$ cat src/rtl/core/bqld_pkg.sv
// Package for the 2D biquad lowpass decimator core.
// Holds the shared widths, register indexes and the structs passed between
// the front end, the queue and the filter engine. No dependencies.
package bqld_pkg;

  localparam int MaxWidth     = 1024;
  localparam int ColAw        = $clog2(MaxWidth);
  localparam int CoefW        = 18;
  localparam int FracBits     = 16;
  localparam int HistW        = 24;
  localparam int PixW         = 16;
  localparam int AccW         = 48;
  localparam int ProdW        = CoefW + HistW;
  localparam int CfgIdxW      = 3;
  localparam int CfgDataW     = 18;
  localparam int DecimW       = 5;
  localparam int LineW        = 11;
  localparam int RamW         = 4 * HistW;

  localparam logic [CfgIdxW-1:0] CFG_B0    = 3'd0;
  localparam logic [CfgIdxW-1:0] CFG_B1    = 3'd1;
  localparam logic [CfgIdxW-1:0] CFG_B2    = 3'd2;
  localparam logic [CfgIdxW-1:0] CFG_A1    = 3'd3;
  localparam logic [CfgIdxW-1:0] CFG_A2    = 3'd4;
  localparam logic [CfgIdxW-1:0] CFG_DECIM = 3'd5;
  localparam logic [CfgIdxW-1:0] CFG_WIDTH = 3'd6;

  typedef struct packed {
    logic signed [CoefW-1:0] b0;
    logic signed [CoefW-1:0] b1;
    logic signed [CoefW-1:0] b2;
    logic signed [CoefW-1:0] a1;
    logic signed [CoefW-1:0] a2;
  } coefs_t;

  // One classified pixel, queued between front end and engine.
  typedef struct packed {
    logic signed [PixW-1:0] pix;
    logic [ColAw-1:0]       col;
    logic [9:0]             row;
    logic                   row_en;
    logic                   col_en;
    logic                   colf_en;
    logic                   emit;
    logic                   last;
  } item_t;

  typedef struct packed {
    logic clr_busy;
  } back_stat_t;

endpackage

$ cat src/rtl/core/bqld_fifo.sv
// Two-entry queue of classified pixels between front end and engine.
// Depends on bqld_pkg.
module bqld_fifo (
  input  logic            clk_i,
  input  logic            rst_ni,
  input  logic            push_i,
  input  bqld_pkg::item_t item_i,
  output logic            full_o,
  output logic            valid_o,
  input  logic            pop_i,
  output bqld_pkg::item_t item_o
);
  import bqld_pkg::*;

  item_t      mem_q [2];
  logic       wp_q, rp_q;
  logic [1:0] cnt_q;

  assign full_o  = cnt_q == 2'd2;
  assign valid_o = cnt_q != 2'd0;
  assign item_o  = mem_q[rp_q];

  always_ff @(posedge clk_i) begin
    if (push_i) begin
      mem_q[wp_q] <= item_i;
    end
  end

  always_ff @(posedge clk_i or negedge rst_ni) begin
    if (!rst_ni) begin
      wp_q  <= 1'b0;
      rp_q  <= 1'b0;
      cnt_q <= '0;
    end else begin
      if (push_i) wp_q <= ~wp_q;
      if (pop_i)  rp_q <= ~rp_q;
      if (push_i && !pop_i) cnt_q <= cnt_q + 2'd1;
      else if (pop_i && !push_i) cnt_q <= cnt_q - 2'd1;
    end
  end

endmodule

$ cat config.mk
export PLATFORM = sky130hd
export DESIGN_NAME = bqld_fifo
export DESIGN_NICKNAME = d
export VERILOG_FILES = /design/src/rtl/core/bqld_pkg.sv /design/src/rtl/core/bqld_fifo.sv
export SDC_FILE = /design/constraint.sdc
export NUM_CORES = 1
export LEC_CHECK = 0
export BUFFER_PORTS_ARGS = -buffer_cell sky130_fd_sc_hd__clkbuf_2
export CAP_MARGIN = 20
export CORE_MARGIN = 10
export CORE_UTILIZATION = 43
export CTS_CLUSTER_DIAMETER = 60
export CTS_CLUSTER_SIZE = 10
export DETAILED_ROUTE_END_ITERATION = 16
export PLACE_DENSITY = 0.64
export SYNTH_ARGS = -nofsm -noshare
export SYNTH_HDL_FRONTEND = slang
export SYNTH_SLANG_ARGS = --single-unit
$ cat constraint.sdc
create_clock -name clk_i -period 4.1 [get_ports clk_i]
set_input_delay 0.205 -clock clk_i [delete_from_list [all_inputs] [get_ports clk_i]]
set_output_delay 0.205 -clock clk_i [all_outputs]
set_load 0.02 [all_outputs]
# Word level (Yosys, flattened, before mapping)
# Memories as Yosys holds them, arrays and structs flattened.
# Index checks and enable logic that the tools add are counted.
# word_totals
register_bits	4
latch_bits	0
ram_bits	82
mem_bits_ro	0
inputBits	45
out_inout_bits	43
wordCells	19
mem_count	1
# memory_table
memory	words	word_bits	rd	rd_clocked_by_memory_dff	write_ports	line_no	source
mem_q	2	41	1	0	1	bqld_fifo.sv:15	item_t mem_q [2];
# classes
n_addsub	2
n_mul	0
div_mod_pow	0
magnitude_cmp	0
n_eq_ne	1
shifts	0
muxes	4
n_bitwise	2
reduce_logical	6
# op_table
operator	count
2-to-1 mux 2 bit	2
nonzero test 2 bit	2
adder 2 x 1 -> 2 bit (second input constant)	1
equality test 2 bit (second input constant)	1
logical AND 1 bit	2
logical NOT 1 bit	2
2-to-1 mux 1 bit	2
inverter 1 bit	2
subtractor 2 x 1 -> 2 bit (second input constant)	1

# Depth between registers and ports, before layout
# logic_depth
depth_word	4
ltp_mapped	5
ltp_nobuf	5

# Worst setup path after synthesis
# OpenSTA, ideal clock, no wires.
# synth_timing
kind	reg2reg
start	register wp_q
end	memory mem_q[0][0] (netlist name) (enable)
t_arrival_ps	2237
setup_slack_ps	1419
stages_incl_launch_ff	2
synth_period_minus_slack_ps	2681
cell_sequence	dfrtp_1 -> nor2b_1
# synth_rtl
element	line_no	source
start, declared	bqld_fifo.sv:16	logic wp_q, rp_q;
start signal, assigned	bqld_fifo.sv:35	if (push_i) wp_q <= ~wp_q;
end, declared	bqld_fifo.sv:15	
# Straight into the memory's write port.

==> metrics <==
H-tree levels=3; synth top area cells=edfxtp_1 (73%), mux2_4 (17%), dfrtp_1 (3.0%), buf_12 (2.4%), xor2_1 (1.0%); Layout Cells excl Fill=347; storage element area=0.00256 sq mm; GP Congestion=0.672; Comb pwr share=0.334; slew of the pin with the lowest slew margin=1010 ps; placed cells=330; I/O pin count=88; post-route ant nets=0; layout cells sized above 1=0.604; Arrival @ worst endpoint=2220 ps; fin crit period=2430 ps; Max-Cap Viols=0; CP startpoint kind=flip-flop; Post-Syn Area=0.00335 sq mm; fmax=412 MHz; clock slew at reported path FFs=80 ps; RSZ-0062 raised after global routing=false; Root Driver=clkbuf_8; Die Width=108 um; NetSw=909 uW; drc violations=0; Syn-to-layout area delta=21.5%; status=finished clean; Pint=1960 uW; synthesized flop and latch total=86; Lkg Pwr=0.00167 uW; leading area contributor after synthesis=edfxtp_1; clk_skew=2.37 ps; Hold Path Class=in2reg; Antenna Cells=0; crit share post-route=0.592; Detailed Place HPWL=3940 um; routed len/inst=16.4 um; Sequential Power Share=0.451; vias in the first global route=1733; DR vias/cell=4.59; PwrDens=705 mW/mm^2; Syn Inst Count=144; Core Area=0.00765 sq mm; CTS Buffer Depth=2; via count=1594; fillers=628; Yosys cell types=14; later-pin clock latency in the skew report=340 ps; TNS Setup=0 ps; CTS tree=built; Synthesis Warnings=0; IO buf count=87; sequential area share after synthesis=0.765; Hold Violations, Final=0; antenna violations before repair=0; die area=0.0117 sq mm; CP max FO=28; area fraction of the dominant cell type after synthesis=0.735; smallest hold slack=49.5 ps; CTS sink count=86; Slew Viols, Final=0; die height=108 um; total grt overflow=0; Row Count=32; first-pass GRT wire length=8870 um; pre-CTS setup slack=1980 ps; switching share of total power=0.317; Rel. slew slack=0.326; largest net degree at the start of global routing=42; GRT Overall Usage=0.0993; area of the multi-input gates=702 sq um; required time of the critical path=3890 ps; Setup Crit Path Kind=reg2out; Final setup violation count=0; Inserted Clock Buffers=9; Final WS setup=1670 ps; Clk pwr share=0.216; Syn Area/Cell=23.3 sq um; DRT iter0 DRCs=50; Final Net Count=286; Worst Setup End Kind=output pin; worst vdd rail ir drop=0.341 mV; DRT Pass-1 Iters=4; total wire length=5700 um; syn nets=190; initial core utilization=0.438
synthesized netlist by cell type:
cell      number
edfxtp_1      82
mux2_4        39
buf_12         4
dfrtp_1        4
xor2_1         4
mux2_2         2
nor2b_1        2
and2_1         1
buf_6          1
ha_1           1
inv_1          1
nor2_1         1
or2_2          1
xnor2_1        1
what timing repair did:
| item | CTS | global route |
|---|---|---|
| buffers inserted | 0 | 0 |
| endpoints found under the hold margin | 4 | 0 |
| hold buffers | 1 | 0 |
| gates resized for setup | 0 | 0 |
| endpoints found under the setup margin | 0 | 0 |
per-layer routing:
| metal | global-route usage | vias up | routed length, um |
|---|---|---|---|
| li1 | - | 748 | - |
| met1 | 0.119 | 783 | 2390 |
| met2 | 0.150 | 59 | 2690 |
| met3 | 0.0523 | 4 | 567 |
| met4 | 0.0339 | 0 | 46 |
| met5 | 0 | - | 0 |
through the flow:
stage	total power, uW	utilization	area [sq um]
after floorplan	2080	-	3350
after global placement	2290	0.503	3850
after detailed placement	2290	0.503	3850
after CTS	2920	0.532	4070
after global routing	3020	0.532	4070
final	2870	0.532	4070
cells by family (layout without fill, tap and decap cells):
family,after synthesis,in the layout,share of synthesized area
xor gates and xnor gates,5,5,0.0131
muxes,41,41,0.181
adders and majority gates,1,1,0.00373
and+or+nand+nor,5,5,0.00859
buffers and inverters,6,107,0.0284
DFF,86,86,0.765
state kept, by name, summed over array words and instances, names as in the netlist:
signal,count
cnt_q,2
mem_q,82
wp_q,1
rp_q,1
path summary, 6_finish.rpt:
check / end / slack, ps / from / cells after the start
min in group asynchronous: cnt_q[1] / 200 / rst_ni / 2
min reg2reg: cnt_q[1] / 490 / cnt_q[1] / 1
max: item_o[33] / 1670 / rp_q / 3
min: mem_q[1][28] / 50 / item_i[28] / 1
max in group asynchronous: rp_q / 3760 / rst_ni / 2
max reg2reg: mem_q[1][39] / 2430 / wp_q / 1
power groups by stage:
stage | combinational, uW | sequential, uW | clock, uW
after floorplan | 848 | 1230 | 0
after global placement | 975 | 1320 | 0
after detailed placement | 974 | 1320 | 0
after CTS | 979 | 1300 | 637
after global routing | 1030 | 1320 | 680
final | 957 | 1290 | 619
placed cells by master, fill, tap and decap left out, types with 2 or more instances in the layout:
cell type / Yosys / final
bufinv_16: 0 / 2
clkinv_1: 0 / 2
mux2_2: 2 / 2
dfrtp_1: 4 / 3
edfxtp_1: 82 / 82
clkbuf_2: 0 / 87
xor2_1: 4 / 4
clkbuf_8: 0 / 9
mux2_4: 39 / 39
buf_4: 0 / 2
critical path: stages, from the launching register on:
cell      delay (ps)
dfrtp_2          930
buf_4            420
mux2_2           370
clkbuf_2         160
area by class of cell:
| class | count | share of cell area |
|---|---|---|
| sequential | 86 | 0.630 |
| tap | 102 | 0.0314 |
| multi-input combinational | 52 | 0.172 |
| inverter | 1 | 0.000922 |
| clock buffer | 9 | 0.0304 |
| clock inverter | 7 | 0.0218 |
| timing repair buffer | 90 | 0.113 |
No activity file was read; power rests on OpenSTA's default activity.
