[config.mk]
export PLATFORM = sky130hd
export DESIGN_NAME = bqld_front_flat
export DESIGN_NICKNAME = d
export VERILOG_FILES = /design/src/rtl/core/bqld_pkg.sv /design/src/rtl/core/bqld_in_if.sv /design/src/rtl/core/bqld_front.sv /design/src/flat_wrapper.sv
export SDC_FILE = /design/constraint.sdc
export NUM_CORES = 1
export LEC_CHECK = 0
export BUFFER_PORTS_ARGS = -buffer_cell sky130_fd_sc_hd__clkbuf_2
export CAP_MARGIN = 20
export CORE_MARGIN = 5
export CORE_UTILIZATION = 40
export CTS_CLUSTER_SIZE = 24
export DETAILED_ROUTE_END_ITERATION = 12
export GPL_TIMING_DRIVEN = 1
export HOLD_SLACK_MARGIN = 0.08
export PLACE_DENSITY = 0.57
export RECOVER_POWER = 25
export SLEW_MARGIN = 20
export SYNTH_ARGS = -nofsm -noshare
export SYNTH_HDL_FRONTEND = slang
export SYNTH_SLANG_ARGS = --single-unit
[constraint.sdc]
create_clock -name clk_i -period 3.9 [get_ports clk_i]
set_input_delay 0.195 -clock clk_i [delete_from_list [all_inputs] [get_ports clk_i]]
set_output_delay 0.195 -clock clk_i [all_outputs]
set_load 0.005 [all_outputs]
[src/rtl/core/bqld_pkg.sv]
// Package for the 2D biquad lowpass decimator core.
// Holds the shared widths, register indexes and the structs passed between
// the front end, the queue and the filter engine. No dependencies.
package bqld_pkg;

  localparam int MaxWidth     = 1024;
  localparam int ColAw        = $clog2(MaxWidth);
  localparam int CoefW        = 18;
  localparam int FracBits     = 16;
  localparam int HistW        = 24;
  localparam int PixW         = 16;
  localparam int AccW         = 48;
  localparam int ProdW        = CoefW + HistW;
  localparam int CfgIdxW      = 3;
  localparam int CfgDataW     = 18;
  localparam int DecimW       = 5;
  localparam int LineW        = 11;
  localparam int RamW         = 4 * HistW;

  localparam logic [CfgIdxW-1:0] CFG_B0    = 3'd0;
  localparam logic [CfgIdxW-1:0] CFG_B1    = 3'd1;
  localparam logic [CfgIdxW-1:0] CFG_B2    = 3'd2;
  localparam logic [CfgIdxW-1:0] CFG_A1    = 3'd3;
  localparam logic [CfgIdxW-1:0] CFG_A2    = 3'd4;
  localparam logic [CfgIdxW-1:0] CFG_DECIM = 3'd5;
  localparam logic [CfgIdxW-1:0] CFG_WIDTH = 3'd6;

  typedef struct packed {
    logic signed [CoefW-1:0] b0;
    logic signed [CoefW-1:0] b1;
    logic signed [CoefW-1:0] b2;
    logic signed [CoefW-1:0] a1;
    logic signed [CoefW-1:0] a2;
  } coefs_t;

  // One classified pixel, queued between front end and engine.
  typedef struct packed {
    logic signed [PixW-1:0] pix;
    logic [ColAw-1:0]       col;
    logic [9:0]             row;
    logic                   row_en;
    logic                   col_en;
    logic                   colf_en;
    logic                   emit;
    logic                   last;
  } item_t;

  typedef struct packed {
    logic clr_busy;
  } back_stat_t;

endpackage

[src/rtl/core/bqld_in_if.sv]
// Input pixel channel: valid/ready handshake with the pixel request payload.
// Depends on nothing.
interface bqld_in_if;
  logic               valid;
  logic               ready;
  logic signed [15:0] pixel_in;
  logic               frame_start;

  modport source (output valid, output pixel_in, output frame_start, input ready);
  modport sink   (input valid, input pixel_in, input frame_start, output ready);
endinterface

[src/rtl/core/bqld_front.sv]
// Front end: accepts pixels, tracks position and decimation phase, and
// classifies each pixel for the engine. Depends on bqld_pkg, bqld_in_if.
module bqld_front (
  input  logic                           clk_i,
  input  logic                           rst_ni,
  bqld_in_if.sink                        in_i,
  input  logic [bqld_pkg::DecimW-1:0]    decim_i,
  input  logic [bqld_pkg::LineW-1:0]     width_i,
  input  logic                           recalc_i,
  input  bqld_pkg::back_stat_t           stat_i,
  input  logic                           q_full_i,
  output logic                           push_o,
  output bqld_pkg::item_t                item_o
);
  import bqld_pkg::*;

  logic [4:0]  d_cl;
  logic [10:0] w_cl;
  logic [9:0]  x_q, x_d, y_q, y_d, c_q, c_d, yd_q, yd_d;
  logic [3:0]  xm_q, xm_d, ym_q, ym_d;
  logic [9:0]  x_cur, y_cur, c_cur, yd_cur;
  logic [3:0]  xm_cur, ym_cur;
  logic        col_en;
  logic [11:0] x_ext;

  // serial divider that rebuilds the phase counters after a new factor
  logic        div_busy_q;
  logic [3:0]  cnt_q;
  logic [9:0]  xs_q, ys_q, xquo_q, yquo_q;
  logic [4:0]  xr_q, yr_q;
  logic [5:0]  xt, yt;
  logic [4:0]  xr_n, yr_n;
  logic        xb, yb;

  always_comb begin
    if (decim_i == '0) d_cl = 5'd1;
    else if (decim_i > 5'd16) d_cl = 5'd16;
    else d_cl = decim_i;
    if (width_i == '0) w_cl = 11'd1;
    else if (width_i > 11'(MaxWidth)) w_cl = 11'(MaxWidth);
    else w_cl = width_i;
  end

  assign in_i.ready = !div_busy_q && !stat_i.clr_busy && !q_full_i;
  assign push_o     = in_i.valid && in_i.ready;

  always_comb begin
    if (in_i.frame_start) begin
      x_cur = '0; y_cur = '0; c_cur = '0; yd_cur = '0; xm_cur = '0; ym_cur = '0;
    end else begin
      x_cur = x_q; y_cur = y_q; c_cur = c_q; yd_cur = yd_q; xm_cur = xm_q; ym_cur = ym_q;
    end
    x_ext  = {2'b0, x_cur};
    col_en = (xm_cur == '0) && (x_ext + {7'b0, d_cl} <= {1'b0, w_cl});

    item_o.pix     = in_i.pixel_in;
    item_o.col     = c_cur;
    item_o.row     = yd_cur;
    item_o.row_en  = x_cur >= 10'd2;
    item_o.col_en  = col_en;
    item_o.colf_en = y_cur >= 10'd2;
    item_o.emit    = col_en && (ym_cur == '0);
    item_o.last    = col_en && (x_ext + {6'b0, d_cl, 1'b0} > {1'b0, w_cl});

    if ({1'b0, x_cur} + 11'd1 >= w_cl) begin
      x_d  = '0;
      xm_d = '0;
      c_d  = '0;
      y_d  = y_cur + 10'd1;
      if (y_cur == 10'd1023 || {1'b0, ym_cur} + 5'd1 == d_cl) begin
        ym_d = '0;
        yd_d = (y_cur == 10'd1023) ? '0 : yd_cur + 10'd1;
      end else begin
        ym_d = ym_cur + 4'd1;
        yd_d = yd_cur;
      end
    end else begin
      x_d  = x_cur + 10'd1;
      y_d  = y_cur;
      ym_d = ym_cur;
      yd_d = yd_cur;
      if ({1'b0, xm_cur} + 5'd1 == d_cl) begin
        xm_d = '0;
        c_d  = c_cur + 10'd1;
      end else begin
        xm_d = xm_cur + 4'd1;
        c_d  = c_cur;
      end
    end
  end

  always_comb begin
    xt   = {xr_q, xs_q[9]};
    yt   = {yr_q, ys_q[9]};
    xb   = xt >= {1'b0, d_cl};
    yb   = yt >= {1'b0, d_cl};
    xr_n = xb ? 5'(xt - {1'b0, d_cl}) : xt[4:0];
    yr_n = yb ? 5'(yt - {1'b0, d_cl}) : yt[4:0];
  end

  always_ff @(posedge clk_i or negedge rst_ni) begin
    if (!rst_ni) begin
      x_q <= '0; y_q <= '0; c_q <= '0; yd_q <= '0; xm_q <= '0; ym_q <= '0;
      div_busy_q <= 1'b0;
      cnt_q <= '0;
      xs_q <= '0; ys_q <= '0; xquo_q <= '0; yquo_q <= '0; xr_q <= '0; yr_q <= '0;
    end else if (recalc_i) begin
      div_busy_q <= 1'b1;
      cnt_q <= '0;
      xs_q <= x_q; ys_q <= y_q;
      xr_q <= '0; yr_q <= '0; xquo_q <= '0; yquo_q <= '0;
    end else if (div_busy_q) begin
      xs_q   <= {xs_q[8:0], 1'b0};
      ys_q   <= {ys_q[8:0], 1'b0};
      xr_q   <= xr_n;
      yr_q   <= yr_n;
      xquo_q <= {xquo_q[8:0], xb};
      yquo_q <= {yquo_q[8:0], yb};
      cnt_q  <= cnt_q + 4'd1;
      if (cnt_q == 4'd9) begin
        div_busy_q <= 1'b0;
        xm_q <= xr_n[3:0];
        c_q  <= {xquo_q[8:0], xb};
        ym_q <= yr_n[3:0];
        yd_q <= {yquo_q[8:0], yb};
      end
    end else if (push_o) begin
      x_q <= x_d; y_q <= y_d; c_q <= c_d; yd_q <= yd_d; xm_q <= xm_d; ym_q <= ym_d;
    end
  end

endmodule

[src/flat_wrapper.sv]
// flat-port wrapper written by rule: the top's interface ports become plain ports
module bqld_front_flat import bqld_pkg::*;
  (clk_i, rst_ni, decim_i, width_i, recalc_i, stat_i, q_full_i, push_o, item_o, in_i_valid, in_i_pixel_in, in_i_frame_start, in_i_ready);
  bqld_in_if in_i_i ();
  input  logic clk_i;
  input  logic rst_ni;
  input  logic [bqld_pkg::DecimW-1:0] decim_i;
  input  logic [bqld_pkg::LineW-1:0] width_i;
  input  logic recalc_i;
  input  bqld_pkg::back_stat_t stat_i;
  input  logic q_full_i;
  output logic push_o;
  output bqld_pkg::item_t item_o;
  input wire logic [$bits(in_i_i.valid)-1:0] in_i_valid;
  input wire logic [$bits(in_i_i.pixel_in)-1:0] in_i_pixel_in;
  input wire logic [$bits(in_i_i.frame_start)-1:0] in_i_frame_start;
  output wire logic [$bits(in_i_i.ready)-1:0] in_i_ready;
  assign in_i_i.valid = in_i_valid;
  assign in_i_i.pixel_in = in_i_pixel_in;
  assign in_i_i.frame_start = in_i_frame_start;
  assign in_i_ready = in_i_i.ready;
  bqld_front u_core (.clk_i(clk_i), .rst_ni(rst_ni), .in_i(in_i_i), .decim_i(decim_i), .width_i(width_i), .recalc_i(recalc_i), .stat_i(stat_i), .q_full_i(q_full_i), .push_o(push_o), .item_o(item_o));
endmodule
# ---- Word level (Yosys, flattened, before mapping)
# Cells that the tools add are included.
dict set report word_totals {
  input_bits 39
  register_bits 101
  elab_cells 114
  out_inout_bits 43
}
dict set report classes {
  reduce_logical 18
  muxes 52
  eq_ne 5
  n_addsub 14
  n_lt_le_gt_ge 9
  n_bitwise 2
}
# op count
set op_table {}
lappend op_table {{10-bit two-way mux} 21}
lappend op_table {{4-bit two-way mux} 14}
lappend op_table {{10-bit by 1-bit adder with 10-bit output (second input constant)} 4}
lappend op_table {{5-bit two-way mux} 8}
lappend op_table {{9-bit two-way mux} 4}
lappend op_table {{11-bit two-way mux} 2}
lappend op_table {{10-bit by 2-bit >= comparator with 1-bit output (second input constant)} 2}
lappend op_table {{4-bit by 1-bit adder with 4-bit output (second input constant)} 3}
lappend op_table {{6-bit by 5-bit >= comparator with 1-bit output} 2}
lappend op_table {{12-bit by 11-bit greater-than comparator with 1-bit output} 1}
lappend op_table {{12-bit by 11-bit <= comparator with 1-bit output} 1}
lappend op_table {{10-bit by 1-bit adder with 11-bit output (second input constant)} 1}
lappend op_table {{10-bit by 5-bit adder with 11-bit output} 1}
lappend op_table {{10-bit by 6-bit adder with 11-bit output} 1}
lappend op_table {{11-bit >= comparator} 1}
lappend op_table {{11-bit greater-than comparator (second input constant)} 1}
lappend op_table {{11-bit zero test} 1}
lappend op_table {{4-bit by 1-bit adder with 5-bit output (second input constant)} 2}
lappend op_table {{10-bit == test (second input constant)} 1}
lappend op_table {{5-bit == test} 2}
lappend op_table {{5-bit subtractor} 2}
lappend op_table {{4-bit zero test} 2}
lappend op_table {{1-bit logical AND} 6}
lappend op_table {{3-bit AND reduction} 2}
lappend op_table {{other kinds (9)} 15}

# ---- Logic depth before layout (Yosys ltp)
dict set report logic_depth {
  ltp_word 9
  ltp_mapped 22
  mapped_depth_nobuf 20
}

# ---- Least setup slack after synthesis
# OpenSTA, ideal clock, no wires.
dict set report synth_timing {
  kind {input to output}
  startpoint {in in_i_frame_start}
  endpoint {out item_o[0] (netlist name)}
  arrival_ns 3.847
  path_slack_ns -0.142
  n_path_buf 3
  stages 20
  cell_sequence {buf_2 clkbuf_1 clkbuf_1 nand2b_1 inv_1 ha_1 inv_1 fa_1 nor2b_1 o21ai_0 a21boi_0 o21ai_0 nor2_1 xnor2_1 nor2_1 ha_1 nand3_1 or4_1 a21oi_1 o311a_1}
}
# element line
set synth_lines {}
lappend synth_lines {{start, declared} flat_wrapper.sv:16} ;# input wire logic [$bits(in_i_i.frame_start)-1:0] in_i_frame_start;
lappend synth_lines {{end, declared} flat_wrapper.sv:13} ;# output bqld_pkg::item_t item_o;

==> impl_metrics.yaml <==
layout:
  nFillCells: 1888
  final_nets: 1086
  final_cell_area_um2: 8940
  antenna_cells: 0
  final_common_cell: "nand2_1"
  final_cell_mix: "nand2_1 (120), dfrtp_1 (99), nor2_1 (68), buf_4 (62), ha_1 (61)"
  drive_above_1_share_pct: 18.3
  area_growth_pct: 15.7
  fin_util_pct: 47.3
worst_hold_path:
  hold_path.class: "in -> reg"
clocking:
  cts_tree: "yes"
  cts-root-buf: "clkbuf_16"
  clk_latency_ns: 0.35
  cts_buffers: 9
  clockBufferDepth: 2
  path_clk_slew_ns: 0.07
  cts.sinks: 101
  htreeDepth: 3
pwr:
  leakagePower_uw: 0.00422
  vdd_ir_drop_max_mv: 0.211
  power_uw: 3110
  pwr_density_cell_nw_per_um2: 348
yosys:
  async_flop_share_pct: 100
  yosysWarnings: 0
  ys.flop_type: "dfrtp_1"
  ys_types: 73
  synth_seq_cells: 101
  synth_nets: 1026
  synth_cells: 918
  syn-cell-area_um2: 7730
  syn_avg_cell_area_um2: 8.42
  synth_edf_count: 0
  synth-seq-area-share_pct: 32.7
critical_path:
  critPathTopFamily: "simple AND/OR/NAND/NOR gates"
  crit_top_cell: "o21ai_2"
  startpoint: "u_core.x_q[0]$_DFFE_PN0P_"
  crit_chain: "nand2b_1 -> inv_2 -> ha_2 -> inv_1 -> fa_2 -> nor2b_1 -> o21ai_2 -> a21boi_2 -> o21ai_2 -> xor2_1 -> nor2_1 -> ha_1 -> nand4_1 -> or4_4 -> a21oi_4 -> o311a_1 -> clkbuf_2"
  regToRegEndpoint: "u_core.yd_q[9]$_DFFE_PN0P_"
  ff2ff_path_depth: 21
  required_ns: 3.70
  cp_slowest_cell: "or4_4"
  endpoint: "item_o[0]"
  worstPathArrival_ns: 3.60
  worst-setup-path-type: "reg -> out"
  slowest_delay_ns: 0.57
  worst-path-buf-inv: 3
  timing.rr.start: "u_core.x_q[0]$_DFFE_PN0P_"
  r2r_slack_ns: 0.15
  end_kind: "output port"
  worstSetupStartpointType: "register"
  worst-path-stages: 17
  crit_fanout: 3
detailed_routing:
  first_iter_violations: 396
  post_drt_wl_per_cell_um: 17.3
  ant_nets: 0
  viasPerCell: 5.47
  vias: 6799
  dr.pass1.iters: 5
  routed_wl_mm: 21.5
  remaining_drc_errors: 0
die:
  die_y_um: 149
  dieWidth_um: 149
  die_area_um2: 22200
  ios: 82
  core_area_um2: 18900
  start_util_pct: 40.9
  rows: 50
global_route:
  grt_use_met3_pct: 2.89
  track_usage_pct: 19.1
  use_met2_pct: 30.8
  grt_use_met1_pct: 27.0
  grt-busiest-layer: "met2"
  grt_remaining_overflow: 0
  grt_antenna_before_repair: 0
  grt_max_degree: 60
  grt_pass1_vias: 6505
  grt_first_pass_wirelength_mm: 34.4
sta:
  setup_ws_ns: 0.109
  finalCriticalPeriod_ns: 3.79
  max_freq_ghz: 0.264
  hold_viol: 0
  slew_violations: 0
  rsz0062_at_grt: "yes"
  setup_viol: 0
  worst_pin_slew_ns: 1.44
  finalCritPeriodShare_pct: 97.2
  skew_ns: 0.00726
  relSlewSlack_pct: 3.91
place:
  hpwl_mm: 15.5
  portBuffers: 49
  placed_area_um2: 8290
  post-place-ws_ns: 0.0895
  place_congestion: 0.838
status:
  status: "finished clean"
job:
  cap_violations: 0
[synth_stat cells (18+ instances only)]
library cell	instances	area share, %
a21oi_1	56	3.6
buf_4	18	1.7
clkbuf_1	32	1.6
dfrtp_1	101	33
ha_1	65	11
inv_1	40	1.9
mux2i_1	32	4.1
nand2_1	120	5.8
nand2b_1	20	1.6
nand3_1	21	1.4
nand4_1	23	1.9
nor2_1	69	3.4
nor2b_1	29	2.3
o21ai_0	58	3.8
xnor2_1	22	2.5
xor2_1	22	2.5
[layout make-up]
cell class	instances	area (um^2)	area share, %
Multi-Input combinational cell	710	4890	54.7
Clock inverter	6	46.3	0.518
Clock buffer	10	239	2.67
Inverter	41	154	1.72
Sequential cell	101	2530	28.3
Timing Repair Buffer	115	754	8.44
Tap cell	260	325	3.64
[state kept, by name (all words and copies together) (netlist names), 9 cells and up]
signal / flops
u_core.c_q: 10
u_core.x_q: 10
u_core.xquo_q: 9
u_core.xs_q: 10
u_core.y_q: 10
u_core.yd_q: 10
u_core.yquo_q: 9
u_core.ys_q: 10
[metrics by stage]
step | TNS, ns | hold slack [ns] | instances
after detailed placement | 0 | 0.308 | 1203
final | 0 | 0.334 | 1243
after global placement | 0 | 0.307 | 1203
after floorplan | 0 | -0.101 | 918
after global routing | -0.286 | 0.364 | 1243
after CTS | 0 | 0.331 | 1235
[worst min-delay path by stage]
stage / start / end / depth (start not counted) / slack (ns)
finish: recalc_i / u_core.yquo_q[1]$_DFFE_PN0P_ / 2 / 0.33
global route: recalc_i / u_core.yquo_q[8]$_DFFE_PN0P_ / 2 / 0.36
CTS: recalc_i / u_core.xquo_q[5]$_DFFE_PN0P_ / 2 / 0.33
detailed placement: rst_ni / u_core.xr_q[4]$_DFFE_PN0P_ / 1 / 0.31
global placement: rst_ni / u_core.xr_q[1]$_DFFE_PN0P_ / 1 / 0.31
floorplan: rst_ni / u_core.c_q[0]$_DFFE_PN0P_ / 0 / -0.10
[power by group]
| group | leakage [uW] | switching [uW] | internal (uW) | total (uW) |
|---|---|---|---|---|
| Combinational | 0.00273 | 521 | 426 | 946 |
| Clock | 0.000141 | 425 | 457 | 882 |
| Sequential | 0.00135 | 112 | 1170 | 1280 |
| Total | 0.00422 | 1060 | 2050 | 3110 |
[routing by layer]
| layer | vias to the layer above | wire length [um] | part of all wire (%) |
|---|---|---|---|
| met2 | 171 | 9790 | 46 |
| met5 | - | 0 | 0 |
| met3 | 33 | 904 | 4.2 |
| met4 | 0 | 407 | 1.9 |
| met1 | 3248 | 10400 | 48 |
| li1 | 3347 | - | - |
[what timing repair did]
| item | 4_1_cts | 5_1_grt |
|---|---|---|
| hold endpoints to repair | 53 | 0 |
| setup buffers | 16 | 9 |
| hold buffers | 1 | 0 |
| endpoints found under the setup margin | 3 | 40 |
| pin swaps | 11 | 28 |
| resized for setup | 9 | 41 |
[logic make-up after synthesis]
group           synth area share [%]
compound gates                  17.3
xor+xnor                        4.99
fa+ha+maj                       11.6
buf+inv                         6.41
flops                           32.7
mux                             4.87
simple gates                    22.2
(Power assumes the default switching activity.)
